### src/hw/rtl/brms_pkg.sv
`timescale 1ns / 1ps
`default_nettype none
// ----------------------------------------------------------------------------
// brms_pkg: shared constants and types of the block RMS meter
// Widths of the accumulator, the long divider and the square-root unit,
// plus the controller state type and the command/status bundles.
// ----------------------------------------------------------------------------
package brms_pkg;

   // Block configuration
   localparam int MAX_COUNT    = 65536;
   localparam int SAMPLE_WIDTH = 16;

   // Port field widths
   localparam int IN_W       = 16;
   localparam int RMS_W      = 16;
   localparam int OUT_CNT_W  = 17;
   localparam int RSP_DATA_W = 40;

   // Datapath widths
   localparam int CNT_W      = $clog2(MAX_COUNT + 1);
   localparam int SQ_W       = 2 * SAMPLE_WIDTH - 1;
   localparam int SUM_W      = SQ_W + $clog2(MAX_COUNT);
   localparam int ROOT_W     = SAMPLE_WIDTH;
   localparam int RAD_W      = 2 * ROOT_W;
   localparam int REM_W      = ROOT_W + 1;
   localparam int CAND_W     = ROOT_W + 3;
   localparam int DIV_STEPS  = SUM_W;
   localparam int ROOT_STEPS = ROOT_W;
   localparam int STEP_W     = $clog2(DIV_STEPS);

   typedef enum logic [2:0] {
      ST_ACCUM,
      ST_DRAIN,
      ST_LOAD,
      ST_DIVIDE,
      ST_ROOT_LOAD,
      ST_ROOT,
      ST_EMIT
   } state_type;

   // Controller to datapath
   typedef struct packed {
      logic div_load;
      logic div_step;
      logic root_load;
      logic root_step;
      logic out_load;
   } cmd_type;

   // Datapath to controller
   typedef struct packed {
      logic out_free;
   } sts_type;

endpackage
`default_nettype wire

### src/hw/rtl/block_rms_meter.sv
`timescale 1ns / 1ps
`default_nettype none
// Throughput: one sample per cycle while a block is being accumulated.
// After the transfer of the last sample, rsp_tvalid rises once the controller
//   has run drain, load, the restoring divider (one step per sum bit, 47),
//   root load, the root (one step per root bit, 16) and the hand-off.
// req_tready is low through all of these phases, and longer if the result waits.
// Reset (synchronous, active high) clears the accumulator, count and flags.
// ----------------------------------------------------------------------------
// block_rms_meter: RMS of blocks of signed Q4.12 samples
// Sums squares per block; on the last sample divides by the count and takes
// the floor square root, giving the RMS in Q4.12 with count and overflow flag.
// ----------------------------------------------------------------------------
module block_rms_meter (
   input  wire          clock,
   input  wire          reset,
   input  wire          req_tvalid,
   output logic         req_tready,
   input  wire  [15:0]  req_tdata,   // [15:0] sample
   input  wire          req_tlast,   // last_sample
   output logic         rsp_tvalid,
   input  wire          rsp_tready,
   output logic [39:0]  rsp_tdata,   // [15:0] rms, [32:16] sample_count, [39:33] zero
   output logic         rsp_tuser    // too_long
);

   brms_pkg::cmd_type cmd;
   brms_pkg::sts_type sts;
   logic              req_xfer;

   assign req_xfer = req_tvalid && req_tready;

   brms_ctrl u_ctrl (
      .clock      (clock),
      .reset      (reset),
      .req_tvalid (req_tvalid),
      .req_tlast  (req_tlast),
      .req_tready (req_tready),
      .sts        (sts),
      .cmd        (cmd)
   );

   brms_dp u_dp (
      .clock      (clock),
      .reset      (reset),
      .req_xfer   (req_xfer),
      .req_sample (req_tdata),
      .cmd        (cmd),
      .sts        (sts),
      .rsp_tvalid (rsp_tvalid),
      .rsp_tready (rsp_tready),
      .rsp_tdata  (rsp_tdata),
      .rsp_tuser  (rsp_tuser)
   );

   // No new sample right after a block ends
   assert property (@(posedge clock) disable iff (reset)
      (req_tvalid && req_tready && req_tlast) |=> !req_tready)
      else $error("sample taken while block result is computed");

   // Result register is only loaded when it is free
   assert property (@(posedge clock) disable iff (reset)
      cmd.out_load |-> sts.out_free)
      else $error("result overwritten before transfer");

   // A new result only appears while input is held off
   assert property (@(posedge clock) disable iff (reset)
      $rose(rsp_tvalid) |-> $past(!req_tready))
      else $error("result appeared while accumulating");

   // Divider and root never step together
   assert property (@(posedge clock) disable iff (reset)
      !(cmd.div_step && cmd.root_step))
      else $error("divider and root active together");

endmodule
`default_nettype wire

### src/hw/rtl/brms_ctrl.sv
`timescale 1ns / 1ps
`default_nettype none
// ----------------------------------------------------------------------------
// brms_ctrl: sequencer of the block RMS meter
// Takes samples while accumulating; after the last sample of a block it runs
// the divider and the square-root unit step by step and hands off the result.
// ----------------------------------------------------------------------------
module brms_ctrl (
   input  wire              clock,
   input  wire              reset,
   input  wire              req_tvalid,
   input  wire              req_tlast,
   output logic             req_tready,
   input  brms_pkg::sts_type sts,
   output brms_pkg::cmd_type cmd
);

   brms_pkg::state_type state_ff, state_in;
   logic [brms_pkg::STEP_W-1:0] step_ff, step_in;
   logic last_xfer;

   assign last_xfer = req_tvalid && req_tready && req_tlast;

   // Next state
   always_comb begin
      state_in = state_ff;
      case (state_ff)
         brms_pkg::ST_ACCUM: begin
            if (last_xfer) state_in = brms_pkg::ST_DRAIN;
         end
         brms_pkg::ST_DRAIN:      state_in = brms_pkg::ST_LOAD;
         brms_pkg::ST_LOAD:       state_in = brms_pkg::ST_DIVIDE;
         brms_pkg::ST_DIVIDE: begin
            if (step_ff == brms_pkg::STEP_W'(brms_pkg::DIV_STEPS - 1))
               state_in = brms_pkg::ST_ROOT_LOAD;
         end
         brms_pkg::ST_ROOT_LOAD:  state_in = brms_pkg::ST_ROOT;
         brms_pkg::ST_ROOT: begin
            if (step_ff == brms_pkg::STEP_W'(brms_pkg::ROOT_STEPS - 1))
               state_in = brms_pkg::ST_EMIT;
         end
         brms_pkg::ST_EMIT: begin
            if (sts.out_free) state_in = brms_pkg::ST_ACCUM;
         end
         default:                 state_in = brms_pkg::ST_ACCUM;
      endcase
   end

   // Step counter for the divide and root phases
   always_comb begin
      step_in = '0;
      if (state_ff == brms_pkg::ST_DIVIDE && state_in == brms_pkg::ST_DIVIDE) begin
         step_in = step_ff + 1'b1;
      end else if (state_ff == brms_pkg::ST_ROOT && state_in == brms_pkg::ST_ROOT) begin
         step_in = step_ff + 1'b1;
      end
   end

   // Outputs
   always_comb begin
      req_tready    = 1'b0;
      cmd           = '0;
      case (state_ff)
         brms_pkg::ST_ACCUM:     req_tready     = 1'b1;
         brms_pkg::ST_LOAD:      cmd.div_load   = 1'b1;
         brms_pkg::ST_DIVIDE:    cmd.div_step   = 1'b1;
         brms_pkg::ST_ROOT_LOAD: cmd.root_load  = 1'b1;
         brms_pkg::ST_ROOT:      cmd.root_step  = 1'b1;
         brms_pkg::ST_EMIT:      cmd.out_load   = sts.out_free;
         default:                req_tready     = 1'b0;
      endcase
   end

   always_ff @(posedge clock) begin
      if (reset) begin
         state_ff <= brms_pkg::ST_ACCUM;
         step_ff  <= '0;
      end else begin
         state_ff <= state_in;
         step_ff  <= step_in;
      end
   end

endmodule
`default_nettype wire

### src/hw/rtl/brms_dp.sv
`timescale 1ns / 1ps
`default_nettype none
// ----------------------------------------------------------------------------
// brms_dp: datapath of the block RMS meter
// Squarer stage, accumulator that stops at the maximum count and flags overflow,
// restoring long divider (one quotient bit per step), digit-by-digit square
// root (one root bit per step) and the result register.
// ----------------------------------------------------------------------------
module brms_dp (
   input  wire                              clock,
   input  wire                              reset,
   input  wire                              req_xfer,
   input  wire  [brms_pkg::IN_W-1:0]        req_sample,
   input  brms_pkg::cmd_type                cmd,
   output brms_pkg::sts_type                sts,
   output logic                             rsp_tvalid,
   input  wire                              rsp_tready,
   output logic [brms_pkg::RSP_DATA_W-1:0]  rsp_tdata,
   output logic                             rsp_tuser
);

   localparam int SW = brms_pkg::SAMPLE_WIDTH;

   // ---------------- squarer stage ----------------
   logic [SW-1:0]               raw, mag;
   logic [2*SW-1:0]             sq_full;
   logic                        s1_valid_ff;
   logic [brms_pkg::SQ_W-1:0]   sq_ff;

   assign raw     = req_sample[SW-1:0];
   assign mag     = raw[SW-1] ? (~raw + 1'b1) : raw;
   assign sq_full = mag * mag;

   always_ff @(posedge clock) begin
      if (reset) s1_valid_ff <= 1'b0;
      else       s1_valid_ff <= req_xfer;
   end

   always_ff @(posedge clock) begin
      if (req_xfer) sq_ff <= sq_full[brms_pkg::SQ_W-1:0];
   end

   // ---------------- accumulator ----------------
   logic [brms_pkg::SUM_W-1:0] sum_ff, sum_in;
   logic [brms_pkg::CNT_W-1:0] cnt_ff, cnt_in;
   logic                       ovf_ff, ovf_in;

   always_comb begin
      sum_in = sum_ff;
      cnt_in = cnt_ff;
      ovf_in = ovf_ff;
      if (cmd.div_load) begin
         sum_in = '0;
         cnt_in = '0;
         ovf_in = 1'b0;
      end else if (s1_valid_ff) begin
         if (cnt_ff == brms_pkg::CNT_W'(brms_pkg::MAX_COUNT)) begin
            ovf_in = 1'b1;
         end else begin
            sum_in = sum_ff + brms_pkg::SUM_W'(sq_ff);
            cnt_in = cnt_ff + 1'b1;
         end
      end
   end

   always_ff @(posedge clock) begin
      if (reset) begin
         sum_ff <= '0;
         cnt_ff <= '0;
         ovf_ff <= 1'b0;
      end else begin
         sum_ff <= sum_in;
         cnt_ff <= cnt_in;
         ovf_ff <= ovf_in;
      end
   end

   // ---------------- restoring divider ----------------
   logic [brms_pkg::SUM_W-1:0] quo_ff;
   logic [brms_pkg::CNT_W-1:0] rem_ff;
   logic [brms_pkg::CNT_W-1:0] dvs_ff;
   logic                       tl_ff;
   logic [brms_pkg::CNT_W:0]   div_shift, div_diff;
   logic                       div_ge;

   assign div_shift = {rem_ff, quo_ff[brms_pkg::SUM_W-1]};
   assign div_diff  = div_shift - {1'b0, dvs_ff};
   assign div_ge    = div_shift >= {1'b0, dvs_ff};

   always_ff @(posedge clock) begin
      if (cmd.div_load) begin
         quo_ff <= sum_ff;
         rem_ff <= '0;
         dvs_ff <= cnt_ff;
         tl_ff  <= ovf_ff;
      end else if (cmd.div_step) begin
         quo_ff <= {quo_ff[brms_pkg::SUM_W-2:0], div_ge};
         rem_ff <= div_ge ? div_diff[brms_pkg::CNT_W-1:0]
                          : div_shift[brms_pkg::CNT_W-1:0];
      end
   end

   // ---------------- square root ----------------
   logic [brms_pkg::RAD_W-1:0]  rad_ff;
   logic [brms_pkg::REM_W-1:0]  srem_ff;
   logic [brms_pkg::ROOT_W-1:0] root_ff;
   logic [brms_pkg::CAND_W-1:0] cand, trial, sq_diff;
   logic                        sq_ge;

   assign cand    = {srem_ff, rad_ff[brms_pkg::RAD_W-1 -: 2]};
   assign trial   = {1'b0, root_ff, 2'b01};
   assign sq_diff = cand - trial;
   assign sq_ge   = cand >= trial;

   always_ff @(posedge clock) begin
      if (cmd.root_load) begin
         rad_ff  <= brms_pkg::RAD_W'(quo_ff[brms_pkg::SQ_W-1:0]);
         srem_ff <= '0;
         root_ff <= '0;
      end else if (cmd.root_step) begin
         rad_ff  <= {rad_ff[brms_pkg::RAD_W-3:0], 2'b00};
         srem_ff <= sq_ge ? sq_diff[brms_pkg::REM_W-1:0] : cand[brms_pkg::REM_W-1:0];
         root_ff <= {root_ff[brms_pkg::ROOT_W-2:0], sq_ge};
      end
   end

   // ---------------- result register ----------------
   logic                               out_valid_ff;
   logic [brms_pkg::RMS_W-1:0]         out_rms_ff;
   logic [brms_pkg::OUT_CNT_W-1:0]     out_cnt_ff;
   logic                               out_tl_ff;

   assign sts.out_free = !out_valid_ff || rsp_tready;

   always_ff @(posedge clock) begin
      if (reset) begin
         out_valid_ff <= 1'b0;
      end else if (cmd.out_load) begin
         out_valid_ff <= 1'b1;
      end else if (rsp_tready) begin
         out_valid_ff <= 1'b0;
      end
   end

   always_ff @(posedge clock) begin
      if (cmd.out_load) begin
         out_rms_ff <= brms_pkg::RMS_W'(root_ff);
         out_cnt_ff <= brms_pkg::OUT_CNT_W'(dvs_ff);
         out_tl_ff  <= tl_ff;
      end
   end

   assign rsp_tvalid = out_valid_ff;
   assign rsp_tdata  = {{(brms_pkg::RSP_DATA_W - brms_pkg::RMS_W - brms_pkg::OUT_CNT_W){1'b0}},
                        out_cnt_ff, out_rms_ff};
   assign rsp_tuser  = out_tl_ff;

endmodule
`default_nettype wire

### config.mk
export PLATFORM = sky130hd
export DESIGN_NAME = block_rms_meter
export DESIGN_NICKNAME = d
export VERILOG_FILES = /design/src/hw/rtl/brms_pkg.sv /design/src/hw/rtl/block_rms_meter.sv /design/src/hw/rtl/brms_ctrl.sv /design/src/hw/rtl/brms_dp.sv
export SDC_FILE = /design/constraint.sdc
export NUM_CORES = 1
export LEC_CHECK = 0
export BUFFER_PORTS_ARGS = -buffer_cell sky130_fd_sc_hd__buf_2
export CAP_MARGIN = 20
export CORE_ASPECT_RATIO = 0.75
export CORE_MARGIN = 8
export CORE_UTILIZATION = 55
export CTS_CLUSTER_DIAMETER = 150
export DETAILED_ROUTE_END_ITERATION = 10
export GPL_ROUTABILITY_DRIVEN = 1
export HOLD_SLACK_MARGIN = 0.15
export PLACE_DENSITY = 0.79
export SLEW_MARGIN = 15
export SYNTH_ARGS = -nofsm -noshare
export SYNTH_HDL_FRONTEND = slang
export SYNTH_SLANG_ARGS = --single-unit
### constraint.sdc
create_clock -name clock -period 12.8 [get_ports clock]
set_input_delay 2.56 -clock clock [delete_from_list [all_inputs] [get_ports clock]]
set_output_delay 2.56 -clock clock [all_outputs]
set_load 0.02 [all_outputs]
# Word level (Yosys, flattened, before mapping)
# Cells that the tools add are included.
# word_totals
reg_bits	288
in_bits	21
out_inout_bits	43
elab_cells	76
# classes
addsub	6
mul	1
magnitude_cmp	2
n_eq_ne	11
mux	22
n_bitwise	2
n_reduce_logical	13
# op_table
cell	count
$mux 47	2
$mux 31	2
$add 47x31->47	1
$mux 17	2
$sub 17x17->17	2
$mul 16x16->31	1
$pmux 3 s7	1
$ge 19x18->1	1
$ge 18x17->1	1
$add 17x1->17 const B	1
$eq 17x17->1 const B	1
$add 16x1->16 const B	1
$mux 16	1
$not 16->16	1
$eq 3x3->1 const B	4
$mux 3	4
$mux 6	2
$eq 3x2->1 const B	3
$mux 1	8
$add 6x1->6 const B	1
$eq 6x4->1 const B	1
$eq 6x6->1 const B	1
$reduce_bool 2->1	3
$logic_and 1x1->1	4
other kinds (7)	8

# Depth between registers and ports, before layout
# depth
depth_word	10
depth_mapped	30
depth_no_buf	29

# Hierarchy
# Synthesis repeated with hierarchy kept, for this count alone.
# hier_totals
hier_cells	2197
area_unflattened_um2	21891.0
# by_module_without_submodules
module	n_inst	cells_each	area_each_um2	seq_area_each_um2
brms_dp	1	2138	21368.0	7166.9
brms_ctrl	1	58	516.7	180.2
block_rms_meter	1	1	6.3	0.0

# Worst setup path after synthesis
# No wires, ideal clock.
# synth_path
path_kind	in2reg
from	input port req_tdata[0]
to	register u_dp.sq_ff[29] (netlist name) (data pin)
t_arrival_ns	9.768
required_time_ns	12.620
slack_ns	2.852
cell_stages	30
n_path_buf	1
cell_sequence	inv_1 > clkbuf_1 > ha_1 > nand2b_1 > o31ai_1 > xor2_1 > clkinv_1 > nand2_1 > inv_1 > fa_1 > inv_1 > fa_1 > inv_1 > fa_1 > inv_1 > fa_1 > inv_1 > fa_1 > inv_1 > fa_1 > inv_1 > ha_1 > and3_1 > a31o_1 > a311o_1 > a31o_2 > a221oi_2 > o211a_1 > nor2_1 > o311ai_1
# synth_between
elab_chain_len	4
# synth_rtl
item	line_no	text
start: declaration	block_rms_meter.sv:19	input wire [15:0] req_tdata,
$not 16->16	brms_dp.sv:31	assign mag = raw[SW-1] ? (~raw + 1'b1) : raw;
$add 16x1->16	brms_dp.sv:31	
$mux 16 (*)	brms_dp.sv:31	
$mul 16x16->31 (*)	brms_dp.sv:32	assign sq_full = mag * mag;
net u_dp.sq_full[29]	brms_dp.sv:26	logic [2*SW-1:0] sq_full;
end signal: assignment	brms_dp.sv:40	if (req_xfer) sq_ff <= sq_full[brms_pkg::SQ_W-1:0];
end: declaration	brms_dp.sv:28	logic [brms_pkg::SQ_W-1:0] sq_ff;
# Mark *: on every way through the listed nets, which the timed path passes. The rest lies on a longest branch.
# A chain may end at the register's enable or synchronous reset.

# Worst setup path in the final report
# layout_path
from	input port req_tdata[5]
to	register u_dp.sq_ff[29] (netlist name) (data pin)
# The elaborated chain is that of the path after synthesis.

==> report_table.html <==
<table>
<tr><th>Metric</th><th>Value</th></tr>
<tr><th colspan="2">Timing</th></tr>
<tr><td>Final hold violation count</td><td>0</td></tr>
<tr><td>Final TNS setup</td><td>0 ps</td></tr>
<tr><td>Slew at the pin closest to its max-slew limit</td><td>around 1100 ps</td></tr>
<tr><td>Relative slew slack</td><td>0.257</td></tr>
<tr><td>Fin crit period</td><td>around 11000 ps</td></tr>
<tr><td>Final-report setup violation count</td><td>0</td></tr>
<tr><td>Final cycle utilization of the critical path</td><td>0.822</td></tr>
<tr><td>Highest clock frequency the design can meet</td><td>0.0950 GHz</td></tr>
<tr><td>Setup slack of the critical path after layout</td><td>2280 ps</td></tr>
<tr><td>RSZ-0062 raised after global routing</td><td>no</td></tr>
<tr><td>Max Transition Viols Final</td><td>0</td></tr>
<tr><td>Post-route clock skew</td><td>between 15 and 20 ps</td></tr>
<tr><th colspan="2">Synth</th></tr>
<tr><td>Top post-synthesis cells by count</td><td>sky130_fd_sc_hd__inv_1 (293), sky130_fd_sc_hd__nand2_1 (182), sky130_fd_sc_hd__fa_1 (168), sky130_fd_sc_hd__ha_1 (164), sky130_fd_sc_hd__edfxtp_1 (160)</td></tr>
<tr><td>Sequential share of the synthesized area</td><td>0.342</td></tr>
<tr><td>Number of unique standard cell types used by synthesis</td><td>82</td></tr>
<tr><td>Portion of synthesized cell area occupied by the leading cell type</td><td>0.223</td></tr>
<tr><td>Total of warnings raised by yosys</td><td>0</td></tr>
<tr><td>Mapped Cells</td><td>~2200</td></tr>
<tr><td>Top flip-flop cell by instance count after synthesis</td><td>sky130_fd_sc_hd__edfxtp_1</td></tr>
<tr><td>Top post-synthesis cells by area</td><td>sky130_fd_sc_hd__edfxtp_1 (22%), sky130_fd_sc_hd__fa_1 (16%), sky130_fd_sc_hd__dfxtp_1 (12%)</td></tr>
<tr><td>EDFF count, synth</td><td>160</td></tr>
<tr><td>Netlist area before placement</td><td>about 22000 µm²</td></tr>
<tr><td>Syn_area_per_cell</td><td>about 10 µm²</td></tr>
<tr><td>Yosys reg bits</td><td>about 290</td></tr>
<tr><td>Post-synth ARST share</td><td>0</td></tr>
<tr><td>Most frequent cell after synthesis</td><td>sky130_fd_sc_hd__inv_1</td></tr>
<tr><td>Library cell occupying the most area in the post-synthesis netlist</td><td>sky130_fd_sc_hd__edfxtp_1</td></tr>
<tr><th colspan="2">Setup path</th></tr>
<tr><td>CP Class</td><td>in2reg</td></tr>
<tr><td>Worst flop-to-flop path endpoint</td><td>u_dp.sum_ff[44]$_SDFFE_PP0P_</td></tr>
<tr><td>Sort of element at the start of the critical path</td><td>input port</td></tr>
<tr><td>Number of cells on the critical path</td><td>26</td></tr>
<tr><td>Crit-path max FO</td><td>11</td></tr>
<tr><td>Arrival @ worst endpoint</td><td>10870 ps</td></tr>
<tr><td>Largest stage delay on the critical path</td><td>just under 900 ps</td></tr>
<tr><td>Highest-delay cell along the critical path</td><td>sky130_fd_sc_hd__xnor2_1</td></tr>
<tr><td>Buf+Inv Stages, Crit Path</td><td>5</td></tr>
<tr><td>Family of cells with the greatest summed delay on the critical path</td><td>adder cells</td></tr>
<tr><td>Worst r2r src</td><td>u_dp.cnt_ff[0]$_SDFFE_PP0P_</td></tr>
<tr><td>Crit-path most repeated cell</td><td>sky130_fd_sc_hd__fa_1</td></tr>
<tr><td>Worst r2r path cells</td><td>10</td></tr>
<tr><td>Endpoint kind of the worst setup timing path</td><td>register</td></tr>
<tr><td>Required time of the critical path</td><td>between 10000 and 15000 ps</td></tr>
<tr><td>Slack of the worst reg-to-reg path</td><td>around 9300 ps</td></tr>
<tr><th colspan="2">Floorplan</th></tr>
<tr><td>Core Rows</td><td>62</td></tr>
<tr><td>Initial Utilization</td><td>0.560</td></tr>
<tr><td>Die height</td><td>187 µm</td></tr>
<tr><td>Die Outline Area</td><td>around 46000 µm²</td></tr>
<tr><td>Width of the die</td><td>about 240 µm</td></tr>
<tr><td>Core Footprint</td><td>around 38000 µm²</td></tr>
<tr><td>Ports</td><td>64</td></tr>
<tr><th colspan="2">Route</th></tr>
<tr><td>Vias/cell</td><td>5.81</td></tr>
<tr><td>Total number of vias</td><td>between 15000 and 20000</td></tr>
<tr><td>Overall routed net length</td><td>46600 µm</td></tr>
<tr><td># DRC</td><td>0</td></tr>
<tr><td>Detailed-router iteration count before antenna repair</td><td>6</td></tr>
<tr><td>Iteration-0 DRC count of the detailed router</td><td>1309</td></tr>
<tr><td>ANT nets after route</td><td>0</td></tr>
<tr><td>Wire per inst</td><td>17.0 µm</td></tr>
<tr><th colspan="2">Place</th></tr>
<tr><td>DP Worst Slack</td><td>between 1500 and 2000 ps</td></tr>
<tr><td>Buffers on Ports</td><td>56</td></tr>
<tr><td>Routability congestion estimate</td><td>0.910</td></tr>
<tr><td>Dpl hpwl</td><td>36100 µm</td></tr>
<tr><th colspan="2">Global routing</th></tr>
<tr><td>Total congestion overflow after global routing</td><td>0</td></tr>
<tr><td>Total routing resource utilization after global routing</td><td>0.199</td></tr>
<tr><td>First-pass GRT wire length</td><td>just under 80000 µm</td></tr>
<tr><td>Initial antenna violation count</td><td>0</td></tr>
<tr><td>Vias in the first global route</td><td>15900</td></tr>
<tr><td>Maximum number of pins on one net before global-route repair</td><td>68</td></tr>
<tr><th colspan="2">Clock network</th></tr>
<tr><td>Buffer type at the clock tree root</td><td>sky130_fd_sc_hd__clkbuf_16</td></tr>
<tr><td>Quantity of hold-fixing buffers added after cts</td><td>0</td></tr>
<tr><td>Later-pin clock latency in the skew report</td><td>approximately 540 ps</td></tr>
<tr><td>Clock transition time at the flip-flop clock pins of the worst setup and hold paths</td><td>roughly 60 ps</td></tr>
<tr><td>Maximum clock insertion buffer count</td><td>3</td></tr>
<tr><td>Post-CTS setup-driven buffer insertion count</td><td>0</td></tr>
<tr><td>Number of CTS-inserted buffers</td><td>29</td></tr>
<tr><td>TritonCTS clock tree</td><td>built</td></tr>
<tr><td>Clk sink count</td><td>around 290</td></tr>
<tr><td># H-tree levels</td><td>1</td></tr>
<tr><td># resized after CTS</td><td>0</td></tr>
<tr><th colspan="2">Status</th></tr>
<tr><td>Status</td><td>finished clean</td></tr>
<tr><th colspan="2">Cells and area</th></tr>
<tr><td>Antenna cell count</td><td>0</td></tr>
<tr><td>Total of fill cells in the finished design</td><td>around 3000</td></tr>
<tr><td>Ratio of cells with drive above 1 in the final layout</td><td>0.106</td></tr>
<tr><td>Synth-to-layout area growth</td><td>8.50%</td></tr>
<tr><td>Layout net count</td><td>2553</td></tr>
<tr><td>Post-route core utilization</td><td>0.608</td></tr>
<tr><th colspan="2">Worst hold path</th></tr>
<tr><td>Hold Crit Depth</td><td>0</td></tr>
<tr><td>Worst Min Path Start</td><td>u_dp.ovf_ff$_SDFFE_PP0P_</td></tr>
<tr><td>Hold worst-path end</td><td>u_dp.tl_ff$_DFFE_PP_</td></tr>
<tr><td>Class of the worst hold path</td><td>reg2reg</td></tr>
<tr><th colspan="2">Run</th></tr>
<tr><td>Max-cap violations</td><td>0</td></tr>
</table>
[per-stage QoR]
step	instance area (µm²)	cells	hold WS, ps
finish	23300	2733	447
global route	23300	2733	459
CTS	23300	2733	451
detailed placement	22300	2681	436
global placement	22300	2681	422
floorplan	21600	2169	400
[worst max path at each step]
stage,from,to,slack [ps]
finish,req_tdata[5],u_dp.sq_ff[29]$_DFFE_PP_,2280
global route,req_tdata[0],u_dp.sq_ff[29]$_DFFE_PP_,1870
CTS,req_tdata[5],u_dp.sq_ff[29]$_DFFE_PP_,2370
detailed placement,req_tdata[5],u_dp.sq_ff[29]$_DFFE_PP_,1800
global placement,req_tdata[0],u_dp.sq_ff[29]$_DFFE_PP_,2090
floorplan,req_tdata[0],u_dp.sq_ff[29]$_DFFE_PP_,2850
[cells in the final DEF (no fill, tap or decap), drive strengths merged, types with 6 or more instances in the layout]
cell type and instances:
inv 298, nand2 182, fa 168, ha 164
edfxtp 160, nor2 157, dfxtp 127, a21oi 97
o21ai 85, mux2 77, buf 75, xnor2 65
nand3 63, xor2 52, clkbuf 37, nand4 33
a21o 32, nor3 31, mux2i 29, o21a 21
conb 19, a211oi 17, nand2b 17, nor2b 14
and3 14, clkinv 13, or3 12, a211o 12
o21bai 11, o31ai 11, and2 9, or2 9
o211ai 9, a31oi 8, or4 7, nor4 6
o41ai 6
[cells by family after synthesis]
logic type               Yosys count  share of synthesized area
adder cells (fa/ha/maj)          332                      0.252
multiplexers                     106                     0.0538
XOR/XNOR                         117                     0.0480
AO/OA/AOI/OAI                    368                      0.115
buffers and inverters            376                     0.0681
flip-flops                       287                      0.342
other                              2                   0.000349
AND/OR/NAND/NOR                  564                      0.121
[flip-flops by register name, summed over array words and instances (netlist names), 3 cells and up]
register,flops
u_dp.cnt_ff,17
u_dp.sq_ff,30
u_dp.quo_ff,47
u_dp.out_cnt_ff,17
u_ctrl.state_ff,3
u_dp.dvs_ff,17
u_dp.srem_ff,17
u_dp.sum_ff,47
u_dp.rad_ff,32
u_dp.out_rms_ff,16
u_ctrl.step_ff,6
u_dp.root_ff,16
u_dp.rem_ff,17
[worst register-to-register path: cells and delay by family (launching register included)]
family          cells  cell delay (ps)
compound gates      4             1610
simple gates        3              600
buf+inv             2              500
flops               1              460
fa+ha+maj           1              220
[metal layers]
layer	part of all wire	routed length, µm	global-route usage	up-vias
li1	-	-	-	7443
met1	0.45	20800	0.277	7782
met2	0.46	21500	0.322	552
met3	0.071	3300	0.0313	92
met4	0.021	999	0.0490	0
met5	0	0	0	-
[layout make-up]
type / count / area (µm²) / share of cell area
multi-input combinational: 1506 / 12800 / 0.548
sequential: 287 / 7350 / 0.315
inverter: 301 / 1130 / 0.0484
clock buffer: 37 / 817 / 0.0350
tap: 512 / 641 / 0.0275
timing repair buffer: 75 / 423 / 0.0181
clock inverter: 15 / 190 / 0.00815
Power is not shown: default switching activity piles up to over one toggle a cycle in this logic, so the estimate is an artifact.
